### config.mk
export PLATFORM = sky130hd
export DESIGN_NAME = i2c_master_register_transfer
export DESIGN_NICKNAME = d
export VERILOG_FILES = /design/src/i2cmrt_pkg.sv /design/src/i2cmrt_write_buf.sv /design/src/i2c_master_register_transfer.sv
export SDC_FILE = /design/constraint.sdc
export NUM_CORES = 1
export LEC_CHECK = 0
export CAP_MARGIN = 25
export CORE_ASPECT_RATIO = 0.5
export CORE_MARGIN = 1.5
export CORE_UTILIZATION = 30
export DETAILED_ROUTE_END_ITERATION = 10
export DONT_BUFFER_PORTS = 1
export PLACE_DENSITY_LB_ADDON = 0.1
export SYNTH_ARGS = -nofsm -noshare
export SYNTH_HDL_FRONTEND = slang
export SYNTH_SLANG_ARGS = --single-unit
### constraint.sdc
create_clock -name clock -period 4.65 [get_ports clock]
set_input_delay 0.2325 -clock clock [delete_from_list [all_inputs] [get_ports clock]]
set_output_delay 0.2325 -clock clock [all_outputs]
set_load 0.01 [all_outputs]
### src/i2cmrt_pkg.sv
// ----------------------------------------------------------------------------
// i2cmrt_pkg
// shared types and constants of the i2c register transfer master
// ----------------------------------------------------------------------------
`timescale 1ns / 1ps
`default_nettype none

package i2cmrt_pkg;

   // write buffer geometry
   localparam int MAX_BYTES = 16;
   localparam int BUF_AW    = $clog2(MAX_BYTES);
   localparam int CNT_W     = 5;

   // register reset values
   localparam logic [15:0] STEP_TICKS_RESET = 16'd500;
   localparam logic [15:0] WRITE_GAP_RESET  = 16'd60000;

   // request operation codes
   localparam logic [1:0] OP_TICK  = 2'd0;
   localparam logic [1:0] OP_LOAD  = 2'd1;
   localparam logic [1:0] OP_START = 2'd2;

   // configuration register indexes
   localparam logic [1:0] CSR_STEP_TICKS   = 2'd0;
   localparam logic [1:0] CSR_SINGLE_BYTE  = 2'd1;
   localparam logic [1:0] CSR_WRITE_GAP    = 2'd2;

   typedef enum logic [2:0] {
      PH_IDLE,
      PH_START,
      PH_TX,
      PH_RX,
      PH_RACK,
      PH_STOP,
      PH_PAUSE,
      PH_GAP
   } phase_type;

   typedef enum logic [2:0] {
      K_SLAVE,
      K_ADDRH,
      K_ADDRL,
      K_DATA,
      K_SLAVE_RD
   } tx_kind_type;

   typedef enum logic [1:0] {
      S_FAIL,
      S_RESTART,
      S_END
   } stop_kind_type;

   typedef struct packed {
      logic [1:0]       op;
      logic             sda_in;
      logic             is_read;
      logic             two_byte_addr;
      logic [7:0]       slave_addr;
      logic [15:0]      reg_addr;
      logic [CNT_W-1:0] byte_count;
      logic [7:0]       write_byte;
   } req_type;

   typedef struct packed {
      logic       scl_out;
      logic       sda_out;
      logic       busy_res;
      logic       read_valid;
      logic [7:0] read_byte;
      logic       done_res;
      logic       success;
   } rsp_type;

   // write buffer control from the sequencer
   typedef struct packed {
      logic       push;
      logic       clear;
      logic [7:0] push_byte;
   } wbuf_ctrl_type;

endpackage

`default_nettype wire

### src/i2cmrt_write_buf.sv
// ----------------------------------------------------------------------------
// i2cmrt_write_buf
// write data buffer with fill count, appends while not full
// ----------------------------------------------------------------------------
`timescale 1ns / 1ps
`default_nettype none

module i2cmrt_write_buf (
   input  wire                              clock,
   input  wire                              reset,
   input  wire i2cmrt_pkg::wbuf_ctrl_type   ctrl,
   input  wire [i2cmrt_pkg::CNT_W-1:0]      rd_index,
   output logic [7:0]                       rd_byte
);

   logic [7:0]                   mem_ff [i2cmrt_pkg::MAX_BYTES];
   logic [i2cmrt_pkg::CNT_W-1:0] count_ff;
   logic [i2cmrt_pkg::CNT_W-1:0] count_in;
   logic                         wr_en;

   localparam logic [i2cmrt_pkg::CNT_W-1:0] DEPTH =
      i2cmrt_pkg::CNT_W'(i2cmrt_pkg::MAX_BYTES);

   assign wr_en = ctrl.push && (count_ff < DEPTH);

   always_comb begin
      count_in = count_ff;
      if (ctrl.clear) begin
         count_in = '0;
      end else if (wr_en) begin
         count_in = count_ff + 1'b1;
      end
   end

   always_ff @(posedge clock) begin
      if (reset) begin
         count_ff <= '0;
      end else begin
         count_ff <= count_in;
      end
   end

   always_ff @(posedge clock) begin
      if (wr_en && !ctrl.clear) begin
         mem_ff[count_ff[i2cmrt_pkg::BUF_AW-1:0]] <= ctrl.push_byte;
      end
   end

   assign rd_byte = (rd_index < DEPTH) ? mem_ff[rd_index[i2cmrt_pkg::BUF_AW-1:0]] : 8'd0;

endmodule

`default_nettype wire

### src/i2c_master_register_transfer.sv
// ----------------------------------------------------------------------------
// i2c_master_register_transfer
// tick driven i2c master for register reads and writes
// ----------------------------------------------------------------------------
//
//   channel | direction | handshake          | payload
//   --------+-----------+--------------------+-------------------------------
//   req     | in        | req_valid/req_stall| i2cmrt_pkg::req_type
//   rsp     | out       | rsp_valid/rsp_stall| i2cmrt_pkg::rsp_type
//   csr     | in        | csr_valid/csr_ready| csr_index (2b), csr_data (16b)
//
// one request per clock while req_stall is low: the request is decoded against the sequencer state
// in the cycle it is accepted and its response lands in the response register
// on the same edge, and rsp is driven from that register
// req_stall rises only while the response register is full and stalled
// csr is always ready; every request yields exactly one response
// synchronous active high reset: sequencer idle, lines scl low, sda released
//
`timescale 1ns / 1ps
`default_nettype none

module i2c_master_register_transfer (
   input  wire                          clock,
   input  wire                          reset,
   // request channel
   input  wire                          req_valid,
   output logic                         req_stall,
   input  wire i2cmrt_pkg::req_type     req_data,
   // response channel
   output logic                         rsp_valid,
   input  wire                          rsp_stall,
   output i2cmrt_pkg::rsp_type          rsp_data,
   // configuration writes
   input  wire                          csr_valid,
   output logic                         csr_ready,
   input  wire [1:0]                    csr_index,
   input  wire [15:0]                   csr_data
);

   localparam int CW = i2cmrt_pkg::CNT_W;
   localparam logic [CW-1:0] MAX_CNT = CW'(i2cmrt_pkg::MAX_BYTES);

   // configuration registers
   logic [15:0] step_ticks_ff;
   logic        single_cfg_ff;
   logic [15:0] write_gap_ff;

   // sequencer state
   i2cmrt_pkg::phase_type     phase_ff,     phase_in;
   logic [1:0]                sub_ff,       sub_in;
   logic [15:0]               tick_ff,      tick_in;
   logic [3:0]                bit_ff,       bit_in;
   logic [7:0]                shift_ff,     shift_in;
   logic [CW-1:0]             byte_idx_ff,  byte_idx_in;
   logic [7:0]                cmd_slave_ff, cmd_slave_in;
   logic [15:0]               cmd_reg_ff,   cmd_reg_in;
   logic                      cmd_rd_ff,    cmd_rd_in;
   logic                      cmd_two_ff,   cmd_two_in;
   logic [CW-1:0]             cmd_cnt_ff,   cmd_cnt_in;
   logic                      scl_ff,       scl_in;
   logic                      sda_ff,       sda_in;
   i2cmrt_pkg::tx_kind_type   tx_kind_ff,   tx_kind_in;
   i2cmrt_pkg::stop_kind_type stop_kind_ff, stop_kind_in;
   logic                      reread_ff,    reread_in;
   logic                      single_ff,    single_in;
   logic                      ack_ok_ff,    ack_ok_in;

   // response register
   logic                      rsp_valid_ff;
   i2cmrt_pkg::rsp_type       rsp_data_ff,  rsp_data_in;

   // per request event flags
   logic                      accept;
   logic                      do_enter;
   i2cmrt_pkg::phase_type     enter_ph;
   logic [1:0]                enter_sub;
   logic                      do_send;
   i2cmrt_pkg::tx_kind_type   send_kind;
   logic                      do_stop;
   i2cmrt_pkg::stop_kind_type stop_sel;
   logic                      do_rx;
   logic                      do_finish;
   logic                      fin_ok;
   logic                      o_valid;
   logic [7:0]                o_byte;
   logic [CW-1:0]             cnt_sat;
   logic [15:0]               step_eff;
   logic [15:0]               tx_addr;
   logic [7:0]                rx_shift;
   logic [3:0]                rx_bit;
   logic [7:0]                buf_byte;
   i2cmrt_pkg::wbuf_ctrl_type wbuf_ctrl;

   assign accept    = req_valid && !req_stall;
   assign req_stall = rsp_valid_ff && rsp_stall;
   assign rsp_valid = rsp_valid_ff;
   assign rsp_data  = rsp_data_ff;
   assign csr_ready = 1'b1;

   // a step length of zero behaves as one tick
   assign step_eff = (step_ticks_ff == 16'd0) ? 16'd1 : step_ticks_ff;
   assign cnt_sat  = (req_data.byte_count > MAX_CNT) ? MAX_CNT : req_data.byte_count;
   assign rx_shift = {shift_ff[6:0], req_data.sda_in};
   assign rx_bit   = bit_ff + 4'd1;

   // single byte mode walks the register address along with the byte index
   assign tx_addr = single_ff ? (cmd_reg_ff + {{(16 - CW){1'b0}}, byte_idx_in}) : cmd_reg_ff;

   // buffer loads and the clear on command start
   always_comb begin
      wbuf_ctrl.push      = accept && (phase_ff == i2cmrt_pkg::PH_IDLE)
                            && (req_data.op == i2cmrt_pkg::OP_LOAD);
      wbuf_ctrl.clear     = accept && (phase_ff == i2cmrt_pkg::PH_IDLE)
                            && (req_data.op == i2cmrt_pkg::OP_START);
      wbuf_ctrl.push_byte = req_data.write_byte;
   end

   i2cmrt_write_buf u_write_buf (
      .clock    (clock),
      .reset    (reset),
      .ctrl     (wbuf_ctrl),
      .rd_index (byte_idx_in),
      .rd_byte  (buf_byte)
   );

   // next state: sequencer transitions on each accepted request
   always_comb begin
      phase_in     = phase_ff;
      sub_in       = sub_ff;
      tick_in      = tick_ff;
      bit_in       = bit_ff;
      shift_in     = shift_ff;
      byte_idx_in  = byte_idx_ff;
      cmd_slave_in = cmd_slave_ff;
      cmd_reg_in   = cmd_reg_ff;
      cmd_rd_in    = cmd_rd_ff;
      cmd_two_in   = cmd_two_ff;
      cmd_cnt_in   = cmd_cnt_ff;
      tx_kind_in   = tx_kind_ff;
      stop_kind_in = stop_kind_ff;
      reread_in    = reread_ff;
      single_in    = single_ff;
      ack_ok_in    = ack_ok_ff;
      do_enter     = 1'b0;
      enter_ph     = phase_ff;
      enter_sub    = 2'd0;
      do_send      = 1'b0;
      send_kind    = i2cmrt_pkg::K_SLAVE;
      do_stop      = 1'b0;
      stop_sel     = i2cmrt_pkg::S_END;
      do_rx        = 1'b0;
      do_finish    = 1'b0;
      fin_ok       = 1'b0;
      o_valid      = 1'b0;
      o_byte       = 8'd0;

      if (accept) begin
         if (phase_ff == i2cmrt_pkg::PH_IDLE) begin
            if (req_data.op == i2cmrt_pkg::OP_START) begin
               cmd_rd_in    = req_data.is_read;
               cmd_two_in   = req_data.two_byte_addr;
               cmd_slave_in = req_data.slave_addr;
               cmd_reg_in   = req_data.reg_addr;
               cmd_cnt_in   = cnt_sat;
               single_in    = single_cfg_ff && !req_data.is_read;
               byte_idx_in  = '0;
               reread_in    = 1'b0;
               if (single_in && (cnt_sat == '0)) begin
                  do_finish = 1'b1;
                  fin_ok    = 1'b1;
               end else begin
                  do_enter = 1'b1;
                  enter_ph = i2cmrt_pkg::PH_START;
               end
            end
         end else if (req_data.op == i2cmrt_pkg::OP_TICK) begin
            if (tick_ff > 16'd1) begin
               tick_in = tick_ff - 16'd1;
            end else begin
               tick_in = '0;
               unique case (phase_ff)
                  i2cmrt_pkg::PH_START: begin
                     if (sub_ff < 2'd3) begin
                        do_enter  = 1'b1;
                        enter_sub = sub_ff + 2'd1;
                     end else begin
                        do_send   = 1'b1;
                        send_kind = reread_ff ? i2cmrt_pkg::K_SLAVE_RD : i2cmrt_pkg::K_SLAVE;
                     end
                  end
                  i2cmrt_pkg::PH_TX: begin
                     if (sub_ff < 2'd2) begin
                        // acknowledge sampled at the end of the scl high step
                        if (bit_ff >= 4'd8 && sub_ff == 2'd1) begin
                           ack_ok_in = !req_data.sda_in;
                        end
                        do_enter  = 1'b1;
                        enter_sub = sub_ff + 2'd1;
                     end else if (bit_ff < 4'd8) begin
                        shift_in = {shift_ff[6:0], 1'b0};
                        bit_in   = bit_ff + 4'd1;
                        do_enter = 1'b1;
                     end else if (!ack_ok_ff) begin
                        do_stop  = 1'b1;
                        stop_sel = i2cmrt_pkg::S_FAIL;
                     end else begin
                        unique case (tx_kind_ff)
                           i2cmrt_pkg::K_SLAVE: begin
                              do_send   = 1'b1;
                              send_kind = cmd_two_ff ? i2cmrt_pkg::K_ADDRH
                                                     : i2cmrt_pkg::K_ADDRL;
                           end
                           i2cmrt_pkg::K_ADDRH: begin
                              do_send   = 1'b1;
                              send_kind = i2cmrt_pkg::K_ADDRL;
                           end
                           i2cmrt_pkg::K_ADDRL: begin
                              if (cmd_rd_ff) begin
                                 do_stop  = 1'b1;
                                 stop_sel = i2cmrt_pkg::S_RESTART;
                              end else if (single_ff || byte_idx_ff < cmd_cnt_ff) begin
                                 do_send   = 1'b1;
                                 send_kind = i2cmrt_pkg::K_DATA;
                              end else begin
                                 do_stop = 1'b1;
                              end
                           end
                           i2cmrt_pkg::K_DATA: begin
                              if (single_ff) begin
                                 do_stop = 1'b1;
                              end else begin
                                 byte_idx_in = byte_idx_ff + 1'b1;
                                 if (byte_idx_in < cmd_cnt_ff) begin
                                    do_send   = 1'b1;
                                    send_kind = i2cmrt_pkg::K_DATA;
                                 end else begin
                                    do_stop = 1'b1;
                                 end
                              end
                           end
                           default: begin
                              // read address acknowledged: receive, or nack at once
                              byte_idx_in = '0;
                              if (cmd_cnt_ff != '0) begin
                                 do_rx = 1'b1;
                              end else begin
                                 do_enter = 1'b1;
                                 enter_ph = i2cmrt_pkg::PH_RACK;
                              end
                           end
                        endcase
                     end
                  end
                  i2cmrt_pkg::PH_RX: begin
                     if (bit_ff >= 4'd8) begin
                        do_enter = 1'b1;
                        enter_ph = i2cmrt_pkg::PH_RACK;
                     end else if (sub_ff == 2'd0) begin
                        do_enter  = 1'b1;
                        enter_sub = 2'd1;
                     end else begin
                        shift_in = rx_shift;
                        bit_in   = rx_bit;
                        if (rx_bit == 4'd8) begin
                           o_valid     = 1'b1;
                           o_byte      = rx_shift;
                           byte_idx_in = byte_idx_ff + 1'b1;
                        end
                        do_enter = 1'b1;
                     end
                  end
                  i2cmrt_pkg::PH_RACK: begin
                     if (sub_ff < 2'd2) begin
                        do_enter  = 1'b1;
                        enter_sub = sub_ff + 2'd1;
                     end else if (byte_idx_ff < cmd_cnt_ff) begin
                        do_rx = 1'b1;
                     end else begin
                        do_stop = 1'b1;
                     end
                  end
                  i2cmrt_pkg::PH_STOP: begin
                     if (sub_ff < 2'd2) begin
                        do_enter  = 1'b1;
                        enter_sub = sub_ff + 2'd1;
                     end else if (stop_kind_ff == i2cmrt_pkg::S_FAIL) begin
                        do_finish = 1'b1;
                     end else if (stop_kind_ff == i2cmrt_pkg::S_RESTART) begin
                        do_enter = 1'b1;
                        enter_ph = i2cmrt_pkg::PH_PAUSE;
                     end else begin
                        do_finish = 1'b1;
                        fin_ok    = 1'b1;
                        if (single_ff) begin
                           byte_idx_in = byte_idx_ff + 1'b1;
                           if (byte_idx_in < cmd_cnt_ff) begin
                              // next single byte transaction, after the gap if any
                              do_finish = 1'b0;
                              reread_in = 1'b0;
                              if (write_gap_ff == 16'd0) begin
                                 do_enter = 1'b1;
                                 enter_ph = i2cmrt_pkg::PH_START;
                              end else begin
                                 phase_in = i2cmrt_pkg::PH_GAP;
                                 sub_in   = 2'd0;
                                 tick_in  = write_gap_ff;
                              end
                           end
                        end
                     end
                  end
                  i2cmrt_pkg::PH_PAUSE: begin
                     reread_in = 1'b1;
                     do_enter  = 1'b1;
                     enter_ph  = i2cmrt_pkg::PH_START;
                  end
                  i2cmrt_pkg::PH_GAP: begin
                     reread_in = 1'b0;
                     do_enter  = 1'b1;
                     enter_ph  = i2cmrt_pkg::PH_START;
                  end
                  default: ;
               endcase
            end
         end
      end

      if (do_rx) begin
         bit_in   = '0;
         shift_in = '0;
         do_enter = 1'b1;
         enter_ph = i2cmrt_pkg::PH_RX;
      end
      if (do_send) begin
         tx_kind_in = send_kind;
         bit_in     = '0;
         case (send_kind)
            i2cmrt_pkg::K_SLAVE: shift_in = cmd_slave_ff;
            i2cmrt_pkg::K_ADDRH: shift_in = tx_addr[15:8];
            i2cmrt_pkg::K_ADDRL: shift_in = tx_addr[7:0];
            i2cmrt_pkg::K_DATA:  shift_in = buf_byte;
            default:             shift_in = cmd_slave_ff + 8'd1;
         endcase
         do_enter = 1'b1;
         enter_ph = i2cmrt_pkg::PH_TX;
      end
      if (do_stop) begin
         stop_kind_in = stop_sel;
         do_enter     = 1'b1;
         enter_ph     = i2cmrt_pkg::PH_STOP;
      end
      if (do_enter) begin
         phase_in = enter_ph;
         sub_in   = enter_sub;
         tick_in  = step_eff;
      end
      if (do_finish) begin
         phase_in = i2cmrt_pkg::PH_IDLE;
         tick_in  = '0;
      end
   end

   // outputs: line levels set by the step being entered, and the response
   always_comb begin
      scl_in = scl_ff;
      sda_in = sda_ff;
      if (do_enter) begin
         unique case (phase_in)
            i2cmrt_pkg::PH_START: begin
               case (sub_in)
                  2'd0:    sda_in = 1'b1;
                  2'd1:    scl_in = 1'b1;
                  2'd2:    sda_in = 1'b0;
                  default: scl_in = 1'b0;
               endcase
            end
            i2cmrt_pkg::PH_TX: begin
               case (sub_in)
                  2'd0:    sda_in = (bit_in < 4'd8) ? shift_in[7] : 1'b1;
                  2'd1:    scl_in = 1'b1;
                  default: scl_in = 1'b0;
               endcase
            end
            i2cmrt_pkg::PH_RX: begin
               if (bit_in < 4'd8 && sub_in == 2'd1) begin
                  scl_in = 1'b1;
               end else begin
                  scl_in = 1'b0;
                  if (bit_in < 4'd8) begin
                     sda_in = 1'b1;
                  end
               end
            end
            i2cmrt_pkg::PH_RACK: begin
               // nack after the last byte, ack otherwise
               case (sub_in)
                  2'd0:    sda_in = (byte_idx_in >= cmd_cnt_in);
                  2'd1:    scl_in = 1'b1;
                  default: scl_in = 1'b0;
               endcase
            end
            i2cmrt_pkg::PH_STOP: begin
               case (sub_in)
                  2'd0:    sda_in = 1'b0;
                  2'd1:    scl_in = 1'b1;
                  default: sda_in = 1'b1;
               endcase
            end
            default: ;
         endcase
      end

      rsp_data_in.scl_out    = scl_in;
      rsp_data_in.sda_out    = sda_in;
      rsp_data_in.busy_res   = (phase_in != i2cmrt_pkg::PH_IDLE);
      rsp_data_in.read_valid = o_valid;
      rsp_data_in.read_byte  = o_byte;
      rsp_data_in.done_res   = do_finish;
      rsp_data_in.success    = do_finish && fin_ok;
   end

   // configuration registers
   always_ff @(posedge clock) begin
      if (reset) begin
         step_ticks_ff <= i2cmrt_pkg::STEP_TICKS_RESET;
         single_cfg_ff <= 1'b0;
         write_gap_ff  <= i2cmrt_pkg::WRITE_GAP_RESET;
      end else if (csr_valid && csr_ready) begin
         unique case (csr_index)
            i2cmrt_pkg::CSR_STEP_TICKS:  step_ticks_ff <= csr_data;
            i2cmrt_pkg::CSR_SINGLE_BYTE: single_cfg_ff <= csr_data[0];
            i2cmrt_pkg::CSR_WRITE_GAP:   write_gap_ff  <= csr_data;
            default: ;
         endcase
      end
   end

   // sequencer state
   always_ff @(posedge clock) begin
      if (reset) begin
         phase_ff     <= i2cmrt_pkg::PH_IDLE;
         sub_ff       <= '0;
         tick_ff      <= '0;
         bit_ff       <= '0;
         shift_ff     <= '0;
         byte_idx_ff  <= '0;
         cmd_slave_ff <= '0;
         cmd_reg_ff   <= '0;
         cmd_rd_ff    <= 1'b0;
         cmd_two_ff   <= 1'b0;
         cmd_cnt_ff   <= '0;
         scl_ff       <= 1'b0;
         sda_ff       <= 1'b1;
         tx_kind_ff   <= i2cmrt_pkg::K_SLAVE;
         stop_kind_ff <= i2cmrt_pkg::S_FAIL;
         reread_ff    <= 1'b0;
         single_ff    <= 1'b0;
         ack_ok_ff    <= 1'b0;
      end else begin
         phase_ff     <= phase_in;
         sub_ff       <= sub_in;
         tick_ff      <= tick_in;
         bit_ff       <= bit_in;
         shift_ff     <= shift_in;
         byte_idx_ff  <= byte_idx_in;
         cmd_slave_ff <= cmd_slave_in;
         cmd_reg_ff   <= cmd_reg_in;
         cmd_rd_ff    <= cmd_rd_in;
         cmd_two_ff   <= cmd_two_in;
         cmd_cnt_ff   <= cmd_cnt_in;
         scl_ff       <= scl_in;
         sda_ff       <= sda_in;
         tx_kind_ff   <= tx_kind_in;
         stop_kind_ff <= stop_kind_in;
         reread_ff    <= reread_in;
         single_ff    <= single_in;
         ack_ok_ff    <= ack_ok_in;
      end
   end

   // response register: loads on accept, empties when taken
   always_ff @(posedge clock) begin
      if (reset) begin
         rsp_valid_ff <= 1'b0;
      end else if (accept) begin
         rsp_valid_ff <= 1'b1;
      end else if (!rsp_stall) begin
         rsp_valid_ff <= 1'b0;
      end
   end

   always_ff @(posedge clock) begin
      if (accept) begin
         rsp_data_ff <= rsp_data_in;
      end
   end

endmodule

`default_nettype wire
**Word-level counts from Yosys, hierarchy flattened**

Memory sizes are Yosys's and may differ from the RTL's.
Cells that the tools add are included.

- Memory bits (writable): 128
- Register bits after elaboration: 132
- Memories kept: 1
- Output and inout bits: 17

- Add/subtract/negate cells: 7
- Bitwise operators: 5
- Reduce and logical (&&, ||, !) cells: 57
- $lt $le $gt $ge: 12
- Muxes and demuxes: 255
- Eq/ne operators: 42

Memory list:

| memory | depth | width | read ports | clocked after Yosys merged registers in | write ports | RTL line | text |
|---|---|---|---|---|---|---|---|
| u_write_buf.mem_ff | 16 | 8 | 1 | 0 | 1 | i2cmrt_write_buf.sv:16 | `logic [7:0] mem_ff [i2cmrt_pkg::MAX_BYTES];` |

Operators with widths:

| operator | count |
|---|---|
| two-way mux 16 bit | 14 |
| two-way mux 3 bit | 40 |
| two-way mux 1 bit | 102 |
| two-way mux 5 bit | 20 |
| two-way mux 8 bit | 11 |
| two-way mux 2 bit | 36 |
| two-way mux 4 bit | 10 |
| logical NOT 16 bit | 2 |
| case mux 8 bit (4 select lines) | 1 |
| equality test 3 x 2 -> 1 bit (second input constant) | 8 |
| != test 3 bit (second input constant) | 7 |
| equality test 3 bit (second input constant) | 6 |
| adder 16 x 5 -> 16 bit | 1 |
| greater-than comparator 16 x 1 -> 1 bit (second input constant) | 1 |
| != test 4 bit (second input constant) | 4 |
| case mux 1 bit (2 select lines) | 8 |
| case mux 8 bit (2 select lines) | 1 |
| subtractor 16 x 1 -> 16 bit (second input constant) | 1 |
| case mux 5 bit (3 select lines) | 1 |
| equality test 3 x 1 -> 1 bit (second input constant) | 4 |
| logical AND 1 bit | 12 |
| case mux 3 bit (4 select lines) | 1 |
| OR reduction 2 bit | 6 |
| adder 5 x 1 -> 5 bit (second input constant) | 2 |
| 42 further kinds | 79 |

**Depth between registers and ports, before layout**

- Depth in word-level cells: 21
- Depth in mapped cells: 26

**Hierarchy**

Synthesis repeated with hierarchy kept, for this count alone.

- Cells, all modules: 1,361
- Area total of the unflattened synthesis: 13,434.1 sq um

By module, submodules not included:

| module | times used | sequential area each (sq um) | cells an instance | area each (sq um) |
|---|---|---|---|---|
| i2c_master_register_transfer | 1 | 2,682.6 | 1,055 | 8,007.7 |
| i2cmrt_write_buf | 1 | 3,943.8 | 306 | 5,426.5 |

**Least setup slack after synthesis**

No wires, ideal clock.

- Path type: reg-to-reg
- Start point: reg sub_ff[1]
- End point: reg rsp_data_ff, in the netlist rsp_data[12], data pin
- Arrival time: 4,816 ps
- Cell stages (with the launch flop): 23
- Setup slack: -437 ps
- Cells stage by stage: dfxtp_1 -> clkbuf_1 -> inv_1 -> ha_1 -> nor4bb_1 -> a21oi_1 -> a211oi_1 -> a31oi_1 -> or2_2 -> clkbuf_1 -> buf_1 -> ha_1 -> a21o_1 -> a21oi_1 -> o21bai_1 -> a21o_1 -> or3b_2 -> xor2_1 -> o221ai_1 -> a21oi_1 -> o211ai_1 -> o211ai_1 -> a31oi_1

RTL lines:

| item | RTL line | text |
|---|---|---|
| start: declaration | i2c_master_register_transfer.sv:50 | `logic [1:0] sub_ff, sub_in;` |
| start signal: assignment | i2c_master_register_transfer.sv:461 | `sub_ff <= sub_in;` |
| end signal: assignment | i2c_master_register_transfer.sv:494 | `rsp_data_ff <= rsp_data_in;` |
| end: declaration | i2c_master_register_transfer.sv:70 | `i2cmrt_pkg::rsp_type rsp_data_ff, rsp_data_in;` |

==> parameters.txt <==
Parameter                              Value

Route
  Remaining DRCs ... 0
  Routed len/inst ... between 20 and 25 um
  Average vias per placed instance ... roughly 5.2
  Overall via count from detail_route ... 11328
  Sum of routed wire length over all layers ... about 44000 um
  First-iteration detailed-routing DRC count ... between 700 and 800
  Routed Antenna Nets ... 0
  Router iterations before antenna repair ... 5

Power
  Power density over the cells ... ~330 mW/mm^2
  Maximum vdd drop ... around 260 uV
  Leakage component of the power ... around 5.7 nW

Clocking
  Number of H-tree levels ... 1
  TritonCTS clock tree ... built
  Clock latency of the later-clocked register in the worst-skew pair ... approximately 0.57 ns
  Clock Sink Count ... 260
  CTS max path bufs ... 3
  Clock slew at the register clock pins of the worst setup and hold paths ... 0.07 ns
  CTS Buf Count ... 26
  Library cell used as clock root buffer ... clkbuf_16

Worst setup path
  Crit Path Class ... reg2reg
  Reg-to-reg critical path startpoint ... tick_ff[5]
  Crit path largest cell delay ... roughly 0.62 ns
  Slowest cell on the critical path ... or4_4
  Reg2reg end ... rsp_data[12]
  Crit path arrival time ... just under 5 ns
  Crit path max-delay family ... simple AND/OR/NAND/NOR gates
  Worst-case register-to-register setup slack ... 0.12 ns
  Element type at the critical path end ... flop
  Biggest fanout along the worst timing path ... 4
  Kind of launch point of the worst setup path ... flop
  Cells along the critical path ... nor4_4, nand2_1, or4_4, or4_4, nand2_4, ha_4, a21o_1, a21oi_2, o21bai_1, a21o_1, or3b_4, xor2_2, o221ai_2, a21oi_2, o211ai_1, o211ai_1, a31oi_1
  Number of cells traversed by the worst register-to-register path ... 17
  Critical path required time ... 4.96 ns
  Critical path buffer and inverter count ... 0

Final layout
  Synth-to-Final Area Change ... 22.2%
  Post-Route Utilization ... between 30% and 40%
  # fillers ... between 4000 and 5000
  Diode count ... 0
  Layout cells sized above 1 ... ~15%
  Number of nets in the layout ... between 1500 and 2000

Synthesis
  Share of async-settable or async-resettable flops after synthesis ... 0%
  Ys Warns ... 0
  Top area cells in the synthesized netlist ... edfxtp_1 31%, dfxtp_1 17%, nand2_1 5.7%
  Net count after synthesis ... ~1500
  Number of enable flip-flop cells after synthesis ... between 100 and 150
  Multiplexer share of the synthesized area ... between 6 and 7%
  Post-synthesis share of cell area spent on xor and xnor gates ... 2.00%
  Most frequent cell after synthesis ... nand2_1
  Sequential-to-total area share from yosys stat ... around 50%
  Synthesized area ... 0.0135 sq mm
  Most numerous cell types in the synthesized netlist ... 205 x nand2_1, 142 x edfxtp_1, 138 x nor2_1, 119 x a21oi_1, 118 x dfxtp_1
  Adder-cell area share of the yosys netlist ... under 10%
  Area share of the largest cell type after synthesis ... approximately a third
  Basic-gate share of the synthesized area counting and, or, nand and nor cells ... between 20% and 30%
  Area fraction in compound gates after synthesis ... ~15%
  Post-Syn Area per Cell ... 9.47 sq um
  Most instantiated flip-flop cell in the synthesis netlist ... edfxtp_1
  Yosys top cell by area ... edfxtp_1
  Total of flip-flops plus latches after synthesis ... 260
  Main combinational cell family by area after synthesis ... simple AND/OR/NAND/NOR gates
  Yosys cell types ... between 80 and 90
  Number of standard cells after synthesis ... around 1400

Timing
  Time the final worst path needs with I/O delays and setup ... approximately 4.5 ns
  Sum of negative setup slack ... 0 ns
  Crit share post-route ... between 90% and 100%
  Hold Fails Final Rpt ... 0
  Post-layout worst setup margin ... 0.123 ns
  Final-report max-slew violation count ... 0
  Worst hold slack after final layout ... 0.0282 ns
  Maximum clock frequency ... approximately 220 MHz
  Worst slew margin relative to its limit ... 35.9%
  Measured slew at the worst slew-check pin ... 0.958 ns
  Final setup fails ... 0
  Worst Clk Skew ... roughly 0.011 ns

Worst hold path
  Min-delay worst type ... in2reg
  HP Start ... req_data[11]
  Hold-critical path endpoint ... cmd_cnt_ff[3]
  Worst hold path depth ... 3

Floorplan
  Cell Rows ... 54
  Number of top-level pins ... just over 80
  Floorplan core area ... 0.0441 sq mm
  Die extent in y ... 153 um
  Initial Utilization ... between 30% and 40%
  Die Outline Area ... between 0.04 and 0.05 sq mm
  Die W ... 304 um

Placement
  RD Place Congestion ... ~0.95
  Setup slack at placement ... -0.0756 ns
  HPWL after detailed placement ... 31700 um
  Port Buf Inserts ... 0

GRT
  Initial antenna violation count ... 0
  Overflow left after global routing ... 0
  Maximum number of pins on one net before global-route repair ... 105
  First-pass GRT wire length ... 67400 um
  Number of global-route vias before repair ... 10993
  Total global-route track usage ... 18.7%

Run
  Maxcap violations ... 0

Run status
  Outcome ... completed
state kept, by name, indices dropped and copies added, names as in the netlist, 2 cells and up:
| register | flops |
|---|---|
| write_gap_ff | 16 |
| rsp_data | 14 |
| cmd_cnt_ff | 5 |
| byte_idx_ff | 5 |
| sub_ff | 2 |
| step_ticks_ff | 16 |
| stop_kind_ff | 2 |
| bit_ff | 4 |
| cmd_slave_ff | 8 |
| u_write_buf.count_ff | 5 |
| tx_kind_ff | 3 |
| cmd_reg_ff | 16 |
| shift_ff | 8 |
| u_write_buf.mem_ff | 128 |
| phase_ff | 3 |
| tick_ff | 16 |
area by class of cell:
cell class / instances / area, sq um / share of cell area, %
flip-flops and latches: 260 / 6630 / 40.1
multi-input cells: 1055 / 6600 / 39.9
repair buffers: 183 / 1550 / 9.36
clock buffers: 38 / 782 / 4.73
well taps: 588 / 736 / 4.45
inverters: 35 / 136 / 0.824
clock inverters: 10 / 114 / 0.688
power by group:
group	switching [mW]	internal [mW]
registers	0.0667	2.48
clock network	0.972	1.24
logic	0.445	0.294
worst register-to-register path: stages (launching register included):
cell and delay (ns):
dfxtp_2 0.34, nor4_4 0.37, nand2_1 0.16, or4_4 0.62
or4_4 0.59, nand2_4 0.09, ha_4 0.12, a21o_1 0.12
a21oi_2 0.06, o21bai_1 0.13, a21o_1 0.15, or3b_4 0.40
xor2_2 0.15, o221ai_2 0.14, a21oi_2 0.19, o211ai_1 0.11
o211ai_1 0.37, a31oi_1 0.13
repair_timing:
action	CTS	global route
endpoints found under the hold margin	231	0
hold buffers	60	0
gates resized for setup	3	24
setup endpoints to repair	1	7
buffers inserted	0	4
pin swaps	0	17
layer usage:
metal  GRT usage (%)  vias to the layer above  routed length, um
met2            31.9                      269              21000
li1                -                     5501                  -
met5               0                        -                  0
met4            3.09                        0                884
met1            25.5                     5504              20100
met3            2.49                       54               1830
logic make-up after synthesis:
group / Yosys count
AND/OR/NAND/NOR: 576
AO/OA/AOI/OAI: 328
flip-flops: 260
buffers and inverters: 116
multiplexers: 85
adder cells (fa/ha/maj): 34
XOR/XNOR: 31
other: 1
stage by stage:
step | cell area, sq um | cells | power, mW
floorplan | 13600 | 1431 | 3.00
global placement | 14900 | 2057 | 3.24
detailed placement | 14900 | 2057 | 3.24
CTS | 16400 | 2165 | 5.54
global route | 16500 | 2169 | 5.74
finish | 16500 | 2169 | 5.49
cell usage in the layout (no fill, tap or decap), types with 16 or more instances in the layout:
master         Yosys  layout
inv_1             34      34
nand3b_1          21      21
dfxtp_1          118     115
edfxtp_1         142     142
nor4_1            19      16
o21ai_0           56      55
buf_4              2     122
mux2i_1           62      62
xnor2_1           17      17
ha_1              33      31
nand4_1           17      17
a21oi_1          119     115
nand3_1           37      37
mux2_2            23      23
clkbuf_16          0      27
nor3_1            45      43
dlygate4sd3_1      0      59
nand2_1          205     205
o211ai_1          36      36
nor2_1           138     137
worst max path at each step:
stage                           start            to  slack, ns  cells past startpoint
final                      tick_ff[5]  rsp_data[12]       0.12                     17
after global routing       tick_ff[5]   shift_ff[2]      -0.04                     21
after CTS                  tick_ff[2]  rsp_data[12]       0.02                     12
after detailed placement   tick_ff[2]  rsp_data[12]      -0.08                     17
after global placement     tick_ff[2]  rsp_data[12]      -0.08                     17
after floorplan           phase_ff[1]  rsp_data[12]     0.0009                     19
Note: power is estimated with default switching activity, not from simulation.
